--- config.mk ---
export PLATFORM = sky130hd
export DESIGN_NAME = sha1_stream_hash
export DESIGN_NICKNAME = d
export VERILOG_FILES = /design/src/rtl/sha1s_pkg.sv /design/src/rtl/sha1s_wram.sv /design/src/rtl/sha1s_core.sv /design/src/rtl/sha1_stream_hash.sv
export SDC_FILE = /design/constraint.sdc
export NUM_CORES = 2
export LEC_CHECK = 0
export ABC_AREA = 0
export BUFFER_PORTS_ARGS = -buffer_cell sky130_fd_sc_hd__buf_2
export CAP_MARGIN = 20
export CELL_PAD_IN_SITES_DETAIL_PLACEMENT = 0
export CELL_PAD_IN_SITES_GLOBAL_PLACEMENT = 2
export CORE_UTILIZATION = 41
export CTS_CLUSTER_DIAMETER = 30
export DETAILED_ROUTE_END_ITERATION = 10
export PLACE_DENSITY_LB_ADDON = 0.1
export SYNTH_ARGS = -nofsm -noshare
export SYNTH_HDL_FRONTEND = slang
export SYNTH_SLANG_ARGS = --single-unit
export TNS_END_PERCENT = 30
--- constraint.sdc ---
create_clock -name clk -period 14.27 [get_ports clk]
set_input_delay 1.427 -clock clk [delete_from_list [all_inputs] [get_ports clk]]
set_output_delay 1.427 -clock clk [all_outputs]
set_load 0.1 [all_outputs]
--- src/rtl/sha1s_pkg.sv ---
// Shared types and constants for the SHA-1 streaming hash engine.
package sha1s_pkg;

    localparam int WordW    = 32;
    localparam int WinDepth = 16;
    localparam int WinAw    = $clog2(WinDepth);
    localparam int Rounds   = 80;
    localparam int RndW     = $clog2(Rounds);
    localparam int CountW   = 61;
    localparam int NumWords = 5;
    localparam int IdxW     = 3;

    localparam logic CMD_ABSORB = 1'b0;
    localparam logic CMD_FINISH = 1'b1;

    localparam logic [7:0] PAD_BYTE = 8'h80;

    localparam logic [WordW-1:0] K0 = 32'h5A827999;
    localparam logic [WordW-1:0] K1 = 32'h6ED9EBA1;
    localparam logic [WordW-1:0] K2 = 32'h8F1BBCDC;
    localparam logic [WordW-1:0] K3 = 32'hCA62C1D6;

    localparam logic [WordW-1:0] IV0 = 32'h67452301;
    localparam logic [WordW-1:0] IV1 = 32'hEFCDAB89;
    localparam logic [WordW-1:0] IV2 = 32'h98BADCFE;
    localparam logic [WordW-1:0] IV3 = 32'h10325476;
    localparam logic [WordW-1:0] IV4 = 32'hC3D2E1F0;

    typedef enum logic [2:0] {
        ST_IDLE,
        ST_PAD,
        ST_FILL,
        ST_PRIME,
        ST_ROUND,
        ST_ADD,
        ST_OUT
    } state_t;

    typedef struct packed {
        logic iv;    // restore chaining value to IV
        logic load;  // copy chaining value into working registers
        logic step;  // run one round
        logic add;   // fold working registers into chaining value
    } core_ctrl_t;

endpackage

--- src/rtl/sha1s_wram.sv ---
// 16 x 32 word RAM, one write port, two registered read ports.
module sha1s_wram (
    input  logic                              clk,
    input  logic                              we,
    input  logic [sha1s_pkg::WinAw-1:0]       waddr,
    input  logic [sha1s_pkg::WordW-1:0]       wdata,
    input  logic [sha1s_pkg::WinAw-1:0]       raddr0,
    input  logic [sha1s_pkg::WinAw-1:0]       raddr1,
    output logic [sha1s_pkg::WordW-1:0]       rdata0,
    output logic [sha1s_pkg::WordW-1:0]       rdata1
);

    logic [sha1s_pkg::WordW-1:0] mem [sha1s_pkg::WinDepth];

    always_ff @(posedge clk)
    begin
        if (we)
        begin
            mem[waddr] <= wdata;
        end
        rdata0 <= mem[raddr0];
        rdata1 <= mem[raddr1];
    end

endmodule

--- src/rtl/sha1s_core.sv ---
// SHA-1 round datapath: working registers, schedule expansion, chaining value.
module sha1s_core (
    input  logic                              clk,
    input  logic                              rst_n,
    input  sha1s_pkg::core_ctrl_t             ctrl,
    input  logic [sha1s_pkg::RndW-1:0]        rnd,
    input  logic [sha1s_pkg::WordW-1:0]       w3,
    input  logic [sha1s_pkg::WordW-1:0]       w8,
    input  logic [sha1s_pkg::WordW-1:0]       w14,
    input  logic [sha1s_pkg::WordW-1:0]       w16,
    input  logic [sha1s_pkg::IdxW-1:0]        word_sel,
    output logic [sha1s_pkg::WordW-1:0]       w,
    output logic [sha1s_pkg::WordW-1:0]       chain_word
);

    localparam int W = sha1s_pkg::WordW;

    logic [W-1:0] chain_reg [sha1s_pkg::NumWords];
    logic [W-1:0] a_reg, b_reg, c_reg, d_reg, e_reg;
    logic [W-1:0] x, f, k, t;

    // first 16 rounds take the message word straight from the window
    always_comb
    begin
        x = w3 ^ w8 ^ w14 ^ w16;
        if (rnd < sha1s_pkg::RndW'(16))
        begin
            w = w16;
        end
        else
        begin
            w = {x[W-2:0], x[W-1]};
        end
    end

    always_comb
    begin
        priority if (rnd < sha1s_pkg::RndW'(20))
        begin
            f = d_reg ^ (b_reg & (c_reg ^ d_reg));
            k = sha1s_pkg::K0;
        end
        else if (rnd < sha1s_pkg::RndW'(40))
        begin
            f = b_reg ^ c_reg ^ d_reg;
            k = sha1s_pkg::K1;
        end
        else if (rnd < sha1s_pkg::RndW'(60))
        begin
            f = (b_reg & c_reg) | (d_reg & (b_reg | c_reg));
            k = sha1s_pkg::K2;
        end
        else
        begin
            f = b_reg ^ c_reg ^ d_reg;
            k = sha1s_pkg::K3;
        end
        t = {a_reg[W-6:0], a_reg[W-1:W-5]} + f + e_reg + k + w;
    end

    always_ff @(posedge clk)
    begin
        if (ctrl.load)
        begin
            a_reg <= chain_reg[0];
            b_reg <= chain_reg[1];
            c_reg <= chain_reg[2];
            d_reg <= chain_reg[3];
            e_reg <= chain_reg[4];
        end
        else if (ctrl.step)
        begin
            a_reg <= t;
            b_reg <= a_reg;
            c_reg <= {b_reg[1:0], b_reg[W-1:2]};
            d_reg <= c_reg;
            e_reg <= d_reg;
        end
    end

    always_ff @(posedge clk or negedge rst_n)
    begin
        if (!rst_n)
        begin
            chain_reg[0] <= sha1s_pkg::IV0;
            chain_reg[1] <= sha1s_pkg::IV1;
            chain_reg[2] <= sha1s_pkg::IV2;
            chain_reg[3] <= sha1s_pkg::IV3;
            chain_reg[4] <= sha1s_pkg::IV4;
        end
        else if (ctrl.iv)
        begin
            chain_reg[0] <= sha1s_pkg::IV0;
            chain_reg[1] <= sha1s_pkg::IV1;
            chain_reg[2] <= sha1s_pkg::IV2;
            chain_reg[3] <= sha1s_pkg::IV3;
            chain_reg[4] <= sha1s_pkg::IV4;
        end
        else if (ctrl.add)
        begin
            chain_reg[0] <= chain_reg[0] + a_reg;
            chain_reg[1] <= chain_reg[1] + b_reg;
            chain_reg[2] <= chain_reg[2] + c_reg;
            chain_reg[3] <= chain_reg[3] + d_reg;
            chain_reg[4] <= chain_reg[4] + e_reg;
        end
    end

    always_comb
    begin
        if (word_sel < sha1s_pkg::IdxW'(sha1s_pkg::NumWords))
        begin
            chain_word = chain_reg[word_sel];
        end
        else
        begin
            chain_word = '0;
        end
    end

endmodule

--- src/rtl/sha1_stream_hash.sv ---
// SHA-1 streaming hash engine top level: sequencer, block fill, padding, digest output.
//
//  channel  | valid / ready               | payload
//  ---------+-----------------------------+-----------------------------------
//  command  | cmd_valid / cmd_ready       | command, data_byte
//  digest   | digest_valid / digest_ready | digest_word, word_index, last_word
//
//  The beat that completes a 64-byte block is followed by a busy compression
//  (prime, 80 rounds, chain add), run at one round per cycle on the duplicated
//  schedule RAM.
//  Finish: 1 pad write, up to 15 fill writes, one compression per block
//  (two blocks when 56 or more bytes are buffered, the second one after 16
//  more fill writes), then five digest beats.
//  Reset loads the initial chaining value and a zero count; the RAMs are not
//  cleared. Input is held off while compressing or emitting the digest.
module sha1_stream_hash (
    input  logic                              clk,
    input  logic                              rst_n,
    input  logic                              cmd_valid,
    output logic                              cmd_ready,
    input  logic                              command,
    input  logic [7:0]                        data_byte,
    output logic                              digest_valid,
    input  logic                              digest_ready,
    output logic [sha1s_pkg::WordW-1:0]       digest_word,
    output logic [sha1s_pkg::IdxW-1:0]        word_index,
    output logic                              last_word
);

    localparam int W  = sha1s_pkg::WordW;
    localparam int AW = sha1s_pkg::WinAw;

    sha1s_pkg::state_t          state_reg, state_next;
    logic [sha1s_pkg::CountW-1:0] count_reg, count_next;
    logic [W-1:0]               acc_reg, acc_next;
    logic [AW-1:0]              pidx_reg, pidx_next;
    logic [sha1s_pkg::RndW-1:0] rnd_reg, rnd_next;
    logic [sha1s_pkg::IdxW-1:0] idx_reg, idx_next;
    logic                       fin_reg, fin_next;
    logic                       long_reg, long_next;

    sha1s_pkg::core_ctrl_t      ctrl;
    logic                       we;
    logic [AW-1:0]              waddr, base;
    logic [W-1:0]               wdata, merged, pad_word, core_w;
    logic [W-1:0]               rd3, rd8, rd14, rd16;
    logic [63:0]                bit_len;
    logic [5:0]                 fill;
    logic [AW-1:0]              widx;
    logic [1:0]                 bsel;

    function automatic logic [W-1:0] byte_merge(input logic [W-1:0] acc,
                                                input logic [7:0]   b,
                                                input logic [1:0]   sel);
        logic [W-1:0] r;
        unique case (sel)
            2'd0: r = {b, 24'h0};
            2'd1: r = {acc[31:24], b, 16'h0};
            2'd2: r = {acc[31:16], b, 8'h0};
            2'd3: r = {acc[31:8], b};
            default: r = '0;
        endcase
        return r;
    endfunction

    assign fill     = count_reg[5:0];
    assign widx     = fill[5:2];
    assign bsel     = fill[1:0];
    assign bit_len  = {count_reg, 3'b000};
    assign merged   = byte_merge(acc_reg, data_byte, bsel);
    assign pad_word = byte_merge(acc_reg, sha1s_pkg::PAD_BYTE, bsel);

    always_ff @(posedge clk or negedge rst_n)
    begin
        if (!rst_n)
        begin
            state_reg <= sha1s_pkg::ST_IDLE;
            count_reg <= '0;
            pidx_reg  <= '0;
            rnd_reg   <= '0;
            idx_reg   <= '0;
            fin_reg   <= 1'b0;
            long_reg  <= 1'b0;
        end
        else
        begin
            state_reg <= state_next;
            count_reg <= count_next;
            pidx_reg  <= pidx_next;
            rnd_reg   <= rnd_next;
            idx_reg   <= idx_next;
            fin_reg   <= fin_next;
            long_reg  <= long_next;
        end
    end

    always_ff @(posedge clk)
    begin
        acc_reg <= acc_next;
    end

    always_comb
    begin
        state_next   = state_reg;
        count_next   = count_reg;
        acc_next     = acc_reg;
        pidx_next    = pidx_reg;
        rnd_next     = rnd_reg;
        idx_next     = idx_reg;
        fin_next     = fin_reg;
        long_next    = long_reg;
        ctrl         = '0;
        cmd_ready    = 1'b0;
        digest_valid = 1'b0;
        we           = 1'b0;
        waddr        = widx;
        wdata        = '0;
        base         = '0;

        unique case (state_reg)
            sha1s_pkg::ST_IDLE:
            begin
                cmd_ready = 1'b1;
                if (cmd_valid)
                begin
                    if (command == sha1s_pkg::CMD_ABSORB)
                    begin
                        acc_next   = merged;
                        count_next = count_reg + sha1s_pkg::CountW'(1);
                        fin_next   = 1'b0;
                        if (bsel == 2'd3)
                        begin
                            we    = 1'b1;
                            wdata = merged;
                        end
                        if (fill == 6'd63)
                        begin
                            state_next = sha1s_pkg::ST_PRIME;
                        end
                    end
                    else
                    begin
                        fin_next   = 1'b1;
                        long_next  = (widx >= AW'(14));
                        state_next = sha1s_pkg::ST_PAD;
                    end
                end
            end

            sha1s_pkg::ST_PAD:
            begin
                we    = 1'b1;
                wdata = pad_word;
                if (widx == AW'(15))
                begin
                    state_next = sha1s_pkg::ST_PRIME;
                end
                else
                begin
                    pidx_next  = widx + AW'(1);
                    state_next = sha1s_pkg::ST_FILL;
                end
            end

            sha1s_pkg::ST_FILL:
            begin
                we        = 1'b1;
                waddr     = pidx_reg;
                pidx_next = pidx_reg + AW'(1);
                if (!long_reg && pidx_reg == AW'(14))
                begin
                    wdata = bit_len[63:32];
                end
                else if (!long_reg && pidx_reg == AW'(15))
                begin
                    wdata = bit_len[31:0];
                end
                if (pidx_reg == AW'(15))
                begin
                    state_next = sha1s_pkg::ST_PRIME;
                end
            end

            sha1s_pkg::ST_PRIME:
            begin
                ctrl.load  = 1'b1;
                rnd_next   = '0;
                state_next = sha1s_pkg::ST_ROUND;
            end

            sha1s_pkg::ST_ROUND:
            begin
                // reads for the next round go out now; a word written here is
                // next needed three rounds on, so no forwarding path
                ctrl.step = 1'b1;
                base      = rnd_reg[AW-1:0] + AW'(1);
                we        = (rnd_reg >= sha1s_pkg::RndW'(16));
                waddr     = rnd_reg[AW-1:0];
                wdata     = core_w;
                rnd_next  = rnd_reg + sha1s_pkg::RndW'(1);
                if (rnd_reg == sha1s_pkg::RndW'(sha1s_pkg::Rounds - 1))
                begin
                    state_next = sha1s_pkg::ST_ADD;
                end
            end

            sha1s_pkg::ST_ADD:
            begin
                ctrl.add = 1'b1;
                priority if (!fin_reg)
                begin
                    state_next = sha1s_pkg::ST_IDLE;
                end
                else if (long_reg)
                begin
                    // long tail: second block of zeros plus length
                    long_next  = 1'b0;
                    pidx_next  = '0;
                    state_next = sha1s_pkg::ST_FILL;
                end
                else
                begin
                    idx_next   = '0;
                    state_next = sha1s_pkg::ST_OUT;
                end
            end

            sha1s_pkg::ST_OUT:
            begin
                digest_valid = 1'b1;
                if (digest_ready)
                begin
                    idx_next = idx_reg + sha1s_pkg::IdxW'(1);
                    if (idx_reg == sha1s_pkg::IdxW'(sha1s_pkg::NumWords - 1))
                    begin
                        ctrl.iv    = 1'b1;
                        count_next = '0;
                        fin_next   = 1'b0;
                        state_next = sha1s_pkg::ST_IDLE;
                    end
                end
            end

            default:
            begin
                state_next = sha1s_pkg::ST_IDLE;
            end
        endcase
    end

    // window copies: A serves taps r-3 and r-8, B serves r-14 and r-16
    sha1s_wram u_wram_a (
        .clk    (clk),
        .we     (we),
        .waddr  (waddr),
        .wdata  (wdata),
        .raddr0 (base - AW'(3)),
        .raddr1 (base - AW'(8)),
        .rdata0 (rd3),
        .rdata1 (rd8)
    );

    sha1s_wram u_wram_b (
        .clk    (clk),
        .we     (we),
        .waddr  (waddr),
        .wdata  (wdata),
        .raddr0 (base - AW'(14)),
        .raddr1 (base),
        .rdata0 (rd14),
        .rdata1 (rd16)
    );

    sha1s_core u_core (
        .clk        (clk),
        .rst_n      (rst_n),
        .ctrl       (ctrl),
        .rnd        (rnd_reg),
        .w3         (rd3),
        .w8         (rd8),
        .w14        (rd14),
        .w16        (rd16),
        .word_sel   (idx_reg),
        .w          (core_w),
        .chain_word (digest_word)
    );

    assign word_index = idx_reg;
    assign last_word  = (idx_reg == sha1s_pkg::IdxW'(sha1s_pkg::NumWords - 1));

    a_no_cmd_while_out: assert property (@(posedge clk) disable iff (!rst_n)
        digest_valid |-> !cmd_ready)
        else $error("command accepted while digest pending");

    a_round_end: assert property (@(posedge clk) disable iff (!rst_n)
        (state_reg == sha1s_pkg::ST_ROUND &&
         rnd_reg == sha1s_pkg::RndW'(sha1s_pkg::Rounds - 1))
        |=> state_reg == sha1s_pkg::ST_ADD)
        else $error("compression did not close after last round");

    a_count_clear: assert property (@(posedge clk) disable iff (!rst_n)
        (digest_valid && digest_ready && last_word)
        |=> (count_reg == '0 && state_reg == sha1s_pkg::ST_IDLE))
        else $error("count not cleared after digest");

    a_idx_range: assert property (@(posedge clk) disable iff (!rst_n)
        digest_valid |-> idx_reg <= sha1s_pkg::IdxW'(sha1s_pkg::NumWords - 1))
        else $error("digest word index out of range");

endmodule
After elaboration in Yosys (flattened, before gate mapping). Memories as Yosys holds them, arrays and structs flattened. A register that Yosys moved wholly into a read port is not among the register bits. Index checks and enable logic that the tools add are counted. Widths: inputs -> output; s select.

Memories kept: 2. Output and inout port bits: 38. Bits in latches: 0. RAM bits: 1024. Flip-flop bits (word level): 432. Logic and storage cells: 188. ROM bits: 0. Input port bits: 13.

Memories: u_wram_a.mem (words 16, width 32, read ports 2, clocked after memory_dff 2, write ports 1, line sha1s_wram.sv:13) `logic [sha1s_pkg::WordW-1:0] mem [sha1s_pkg::WinDepth];`; u_wram_b.mem (words 16, width 32, read ports 2, clocked after memory_dff 2, write ports 1, line sha1s_wram.sv:13).

Multiply operators: 0. Mux-type cells: 81. Bitwise operators: 14. Shift operators: 0. Add/subtract/negate cells: 18. Equal/unequal tests: 27. Magnitude comparators: 8. Reductions and logical operators: 20. Divide/modulo/power cells: 0.

Operator list (number): $mux 32 (24); $pmux 32 s4 (3); $mux 160 (2); $add 32x32->32 (9); $mux 61 (4); $xor 32x32->32 (7); $pmux 61 s2 (1); $and 32x32->32 (3); $bmux 32 s3 (1); $or 32x32->32 (2); $add 61x1->61 const B (1); $mux 3 (12); $mux 31 (1); $ne 2x2->1 const B (11); $mux 1 (21); $pmux 3 s7 (1); $mux 4 (4); $reduce_and 4->1 (4); $lt 7x5->1 const B (2); $lt 7x6->1 const B (2); $pmux 7 s2 (1); $add 4x1->4 const B (3); $eq 3x3->1 const B (4); $eq 4x4->1 const B (3); other kinds (31) (42).

Depth between registers and ports, before layout.
Depth in word-level cells: 12. Gate-level depth with buffers: 25. Depth with buffers taken out: 23.

Modules after synthesis. From an unflattened synthesis, not the netlist that was laid out.

Cells, all modules: 5925. Area, all modules: 83063.4 µm².

By module, submodules not included: sha1s_core (cells each 2856, times used 1, area an instance 27789.2 µm², sequential area each 8908.5 µm²); sha1s_wram (u_wram_b) (cells each 1141, times used 1, area an instance 24203.2 µm², sequential area each 16656.0 µm²); sha1s_wram (u_wram_a) (cells each 1141, times used 1, area an instance 24188.2 µm², sequential area each 16656.0 µm²); sha1_stream_hash (cells each 787, times used 1, area an instance 6882.9 µm², sequential area each 2722.6 µm²).

Worst setup path after synthesis. No wires, ideal clock.

Kind: reg-to-reg. Start: register rnd_reg[4] (netlist bit). End: register u_core.a_reg[30] (data pin). Stages on the path, launching flop included: 25. Setup slack: 8.374 ns. Path buffers: 3. Data arrival time: 5.761 ns. Data required time: 14.135 ns. Library setup time: 0.135 ns. Period minus slack after synthesis: 5.896 ns. Cells stage by stage: dfrtp_1 clkbuf_1 a41oi_1 nand2_1 inv_1 nor2_1 inv_2 clkbuf_1 o221ai_1 fa_1 inv_1 fa_1 fa_1 ha_1 clkbuf_1 a21o_1 a21o_1 a21o_1 a21oi_1 o21a_1 a21bo_2 a31oi_1 o21ai_0 or4b_1 nand3_1.

Cells in the longest elaborated chain, start to end: 10. Elaborated cells on any way between the ends: 17. Classes of those cells: add/sub (4); order compare (4); mux (9).

Ends and longest elaborated chain: start: declaration (line sha1_stream_hash.sv:37) `logic [sha1s_pkg::RndW-1:0] rnd_reg, rnd_next;`; start signal: assignment (line sha1_stream_hash.sv:90) `rnd_reg <= rnd_next;`; $lt 7x6->1 (line sha1s_core.sv:48) `else if (rnd < sha1s_pkg::RndW'(60))`; $mux 32 (line sha1s_core.sv:48); $mux 32 (line sha1s_core.sv:43) `else if (rnd < sha1s_pkg::RndW'(40))`; $mux 32 (line sha1s_core.sv:38) `priority if (rnd < sha1s_pkg::RndW'(20))`; $add 32x32->32 (3 in a row) (line sha1s_core.sv:58) `t = {a_reg[W-6:0], a_reg[W-1:W-5]} + f + e_reg + k + w;`; $add 32x32->32 (*) (line sha1s_core.sv:58); $mux 32 (*) (line sha1s_core.sv:71) `else if (ctrl.step)`; $mux 32 (*) (line sha1s_core.sv:63) `if (ctrl.load)`; end signal: assignment (line sha1s_core.sv:65) `a_reg <= chain_reg[0];`; end signal: assignment (line sha1s_core.sv:73) `a_reg <= t;`; end: declaration (line sha1s_core.sv:19) `logic [W-1:0] a_reg, b_reg, c_reg, d_reg, e_reg;`.

Mark *: on every way between the ends. The rest lies on a longest branch, timed or not. The select of a mux whose other input is x is not followed. A chain may end at the register's enable or synchronous reset.

Worst setup path after layout.
Start: register rnd_reg[4] (netlist bit). End: register u_core.a_reg[29] (data pin).

Same word-level chain as after synthesis.

==> results.toml <==
[critical_path]
cp-end-kind = "register"
critPathMaxStageDelay_ps = 670
critPathLaunchType = "register"
slowest_stage = "clkinv_1"
cp.arrival_ps = 8200
cp_common_cell = "o21ai_0"
path_delay_family = "compound AO/OA/AOI/OAI gates"
crit_fanout = 20
critPathRequiredTime_ps = 14830
worst-path-buf-inv = 6
crit_type = "register to register"
path_cells = "o21ai_0 -> nand2_1 -> buf_4 -> clkinv_1 -> nor2_2 -> buf_4 -> a221oi_1 -> fa_1 -> inv_1 -> fa_1 -> inv_1 -> fa_1 -> inv_1 -> ha_1 -> nor2b_1 -> o21a_1 -> o21ai_0 -> a21oi_1 -> o21ai_0 -> a21oi_1 -> o21ai_0 -> a21o_1 -> nor3b_1 -> o31ai_1"

[layout]
utilization_pct = 49.6
final_nets = 6372
fill_cells = 14100
area_delta_synth_final_pct = 20.2
largest_register_ffs = 512
drive_gt1_share_pct = 18.1

[grt]
grt_pass1_wl_um = 328000
antenna_found_initial = 6
grt_use_total_pct = 28.0
grt_pass1_vias = 48900
grt_overflow = 0
grt_max_degree = 194

[die]
pin_count = 51
core_area_mm2 = 0.156
rows = 145
die_area_mm2 = 0.159
die_h_um = 398
start_util_pct = 41.3
die_w_um = 398

[logic_synthesis]
syn_area_mm2 = 0.0644
yosysWarnings = 0
netlist.area_leader.share_pct = 32.5
synth_area_leaders = "edfxtp_1, mux4_2, nand2_1"
synth_cell_types = 82
ys_seq_area_share_pct = 45.9
yosys.area_share.xor_xnor_pct = 4.27
synth_fp_nets = 6256
muxShareOfSynthArea_pct = 13.9
syn-mean-instance-area_um2 = 10.9
synth_edf_count = 696
yosys.area_share.simple_pct = 13.5
synth_cells = 5915
synthFlopType = "edfxtp_1"
synth_fa_ha_area_share_pct = 7.78
synth_top_family_by_area = "multiplexers"
async_reset_ff_share_pct = 22.6
synth_compound_area_share_pct = 11.0
synth_top_area_cell = "edfxtp_1"
ys_ff_latch = 1064

[clocking]
cts_buffer_depth = 4
cts_root_buf = "clkbuf_16"
path_clk_slew_ps = 40
cts_hold_buffers = 0
cts_tree = "yes"
cts_buffers = 306
cts_setup_buffers = 0
htree_levels = 5
insertion_delay_ps = 910
cts.sinks = 1064
cts_resized = 0

[placement]
port_buffers = 50
place_congestion = 0.885
place.detailed.hpwl_um = 145000

[detailed_routing]
viasPerCell = 5.89
post-route-drc-count = 0
via_count = 49000
wirelength_um = 223000
drt_first_iter_violations = 4359
first_pass_iters = 6
wl_per_cell_um = 26.8
ant_nets = 0

[timing]
hold-worst-slack_ps = 520
finalSetupTns_ps = 0
rsz0062_at_grt = "no"
finalSetupViolCount = 0
hold_violations = 0
maxSlewHeadroom_pct = 26.4
drv_slew = 0
post-route-min-period_ps = 7640
fmax_mhz = 131
worst_slew_pin_slew_ps = 1080
post-route-period-util_pct = 53.6
timing.clock.skew_ps = 69.1

[power]
power_density_mw_per_mm2 = 131
power.leakage_nw = 30.4
vdd_ir_drop_max_uv = 152
power_mw = 10.1

[outcome]
status = "finished, final reports clean"

[worst_hold_path]
hold_class = "register to register"

[run]
cap_violations = 0
==> path summary, 6_finish.rpt <==
| kind | from | endpoint | slack, ps | cells after the start |
|---|---|---|---|---|
| max | rnd_reg[4] | u_core.a_reg[29] | 6630 | 24 |
| min | u_core.chain_reg[63] | u_core.chain_reg[63] | 520 | 1 |
| max reg2reg | rnd_reg[4] | u_core.a_reg[29] | 6630 | 24 |
| min reg2reg | u_core.chain_reg[63] | u_core.chain_reg[63] | 520 | 1 |
| max in group asynchronous | rst_n | word_index[0] | 12140 | 2 |
| min in group asynchronous | rst_n | u_core.chain_reg[100] | 610 | 1 |
==> stage by stage <==
step                instances  setup WS [ps]  instance area, µm²
finish                   8323           6630               77400
global route             8321           6340               77400
CTS                      8318           6680               77400
detailed placement       7778           6750               67100
global placement         7772           6880               67000
floorplan                5915           8370               64400
==> layout by cell type, fill, tap and decap left out, drive strengths merged, types with 46 or more instances in the layout <==
cell type,instances
nand2,1161
edfxtp,696
clkbuf,391
mux4,352
o21ai,337
nor2,301
inv,281
a21oi,273
nand3,234
ha,207
xnor2,186
dfrtp,160
buf,153
dfxtp,128
xor2,128
fa,121
mux2i,103
and3,93
a31oi,80
dfstp,80
a21o,77
clkinv,76
a311oi,67
nor3,63
o21a,46
==> kinds of logic (layout without fill, tap and decap cells) <==
family,after synthesis,count (layout)
other,0,2
muxes,457,457
adders and majority gates,328,328
xor gates and xnor gates,314,314
AOI/OAI and AO/OA,1121,1121
and+or+nand+nor,2014,2014
buffers and inverters,617,965
DFF,1064,1064
==> cell usage after synthesis (all sizes together), types with 11 or more instances <==
cell       n
a211oi    26
a21o      77
a21oi    273
a221o     18
a221oi    16
a22o      14
a22oi     29
a311oi    67
a31oi     80
and2      19
and3      93
buf       49
clkbuf   298
dfrtp    160
dfstp     80
dfxtp    128
edfxtp   696
fa       121
ha       207
inv      268
mux2i    103
mux4     352
nand2   1161
nand2b    32
nand3    234
nand4     27
nor2     301
nor2b     20
nor3      63
nor4      11
o211ai    13
o21a      46
o21ai    337
o21bai    17
o221ai    14
o31ai     26
or3       22
xnor2    186
xor2     128
==> where the power goes <==
part           internal (mW)  leakage (nW)  total (mW)  switching [mW]
combinational        0.00601          14.9      0.0372          0.0312
clock                   4.85          5.02        6.83            1.99
sequential              3.27          10.4        3.27         0.00101
total                   8.12          30.4        10.1            2.02
==> metal layers <==
layer / share of wire (%) / up-vias / wire length (µm) / track usage, %
li1: - / 22000 / - / -
met1: 43 / 25100 / 96400 / 37.9
met2: 48 / 1516 / 107000 / 45.9
met3: 5.3 / 418 / 11800 / 4.26
met4: 3.3 / 10 / 7310 / 9.81
met5: 0.030 / - / 67 / 0
==> area by class of cell <==
cell class	count	area [µm²]	share of cell area, %
antenna	2	5.00	0.00646
clock buffer	389	8410	10.9
clock inverter	151	1920	2.48
inverter	270	1040	1.34
multi-input combinational	4234	32800	42.4
sequential	1064	29600	38.2
tap	2058	2570	3.33
timing repair buffer	155	1110	1.44
No activity file was read; power rests on OpenSTA's default activity.
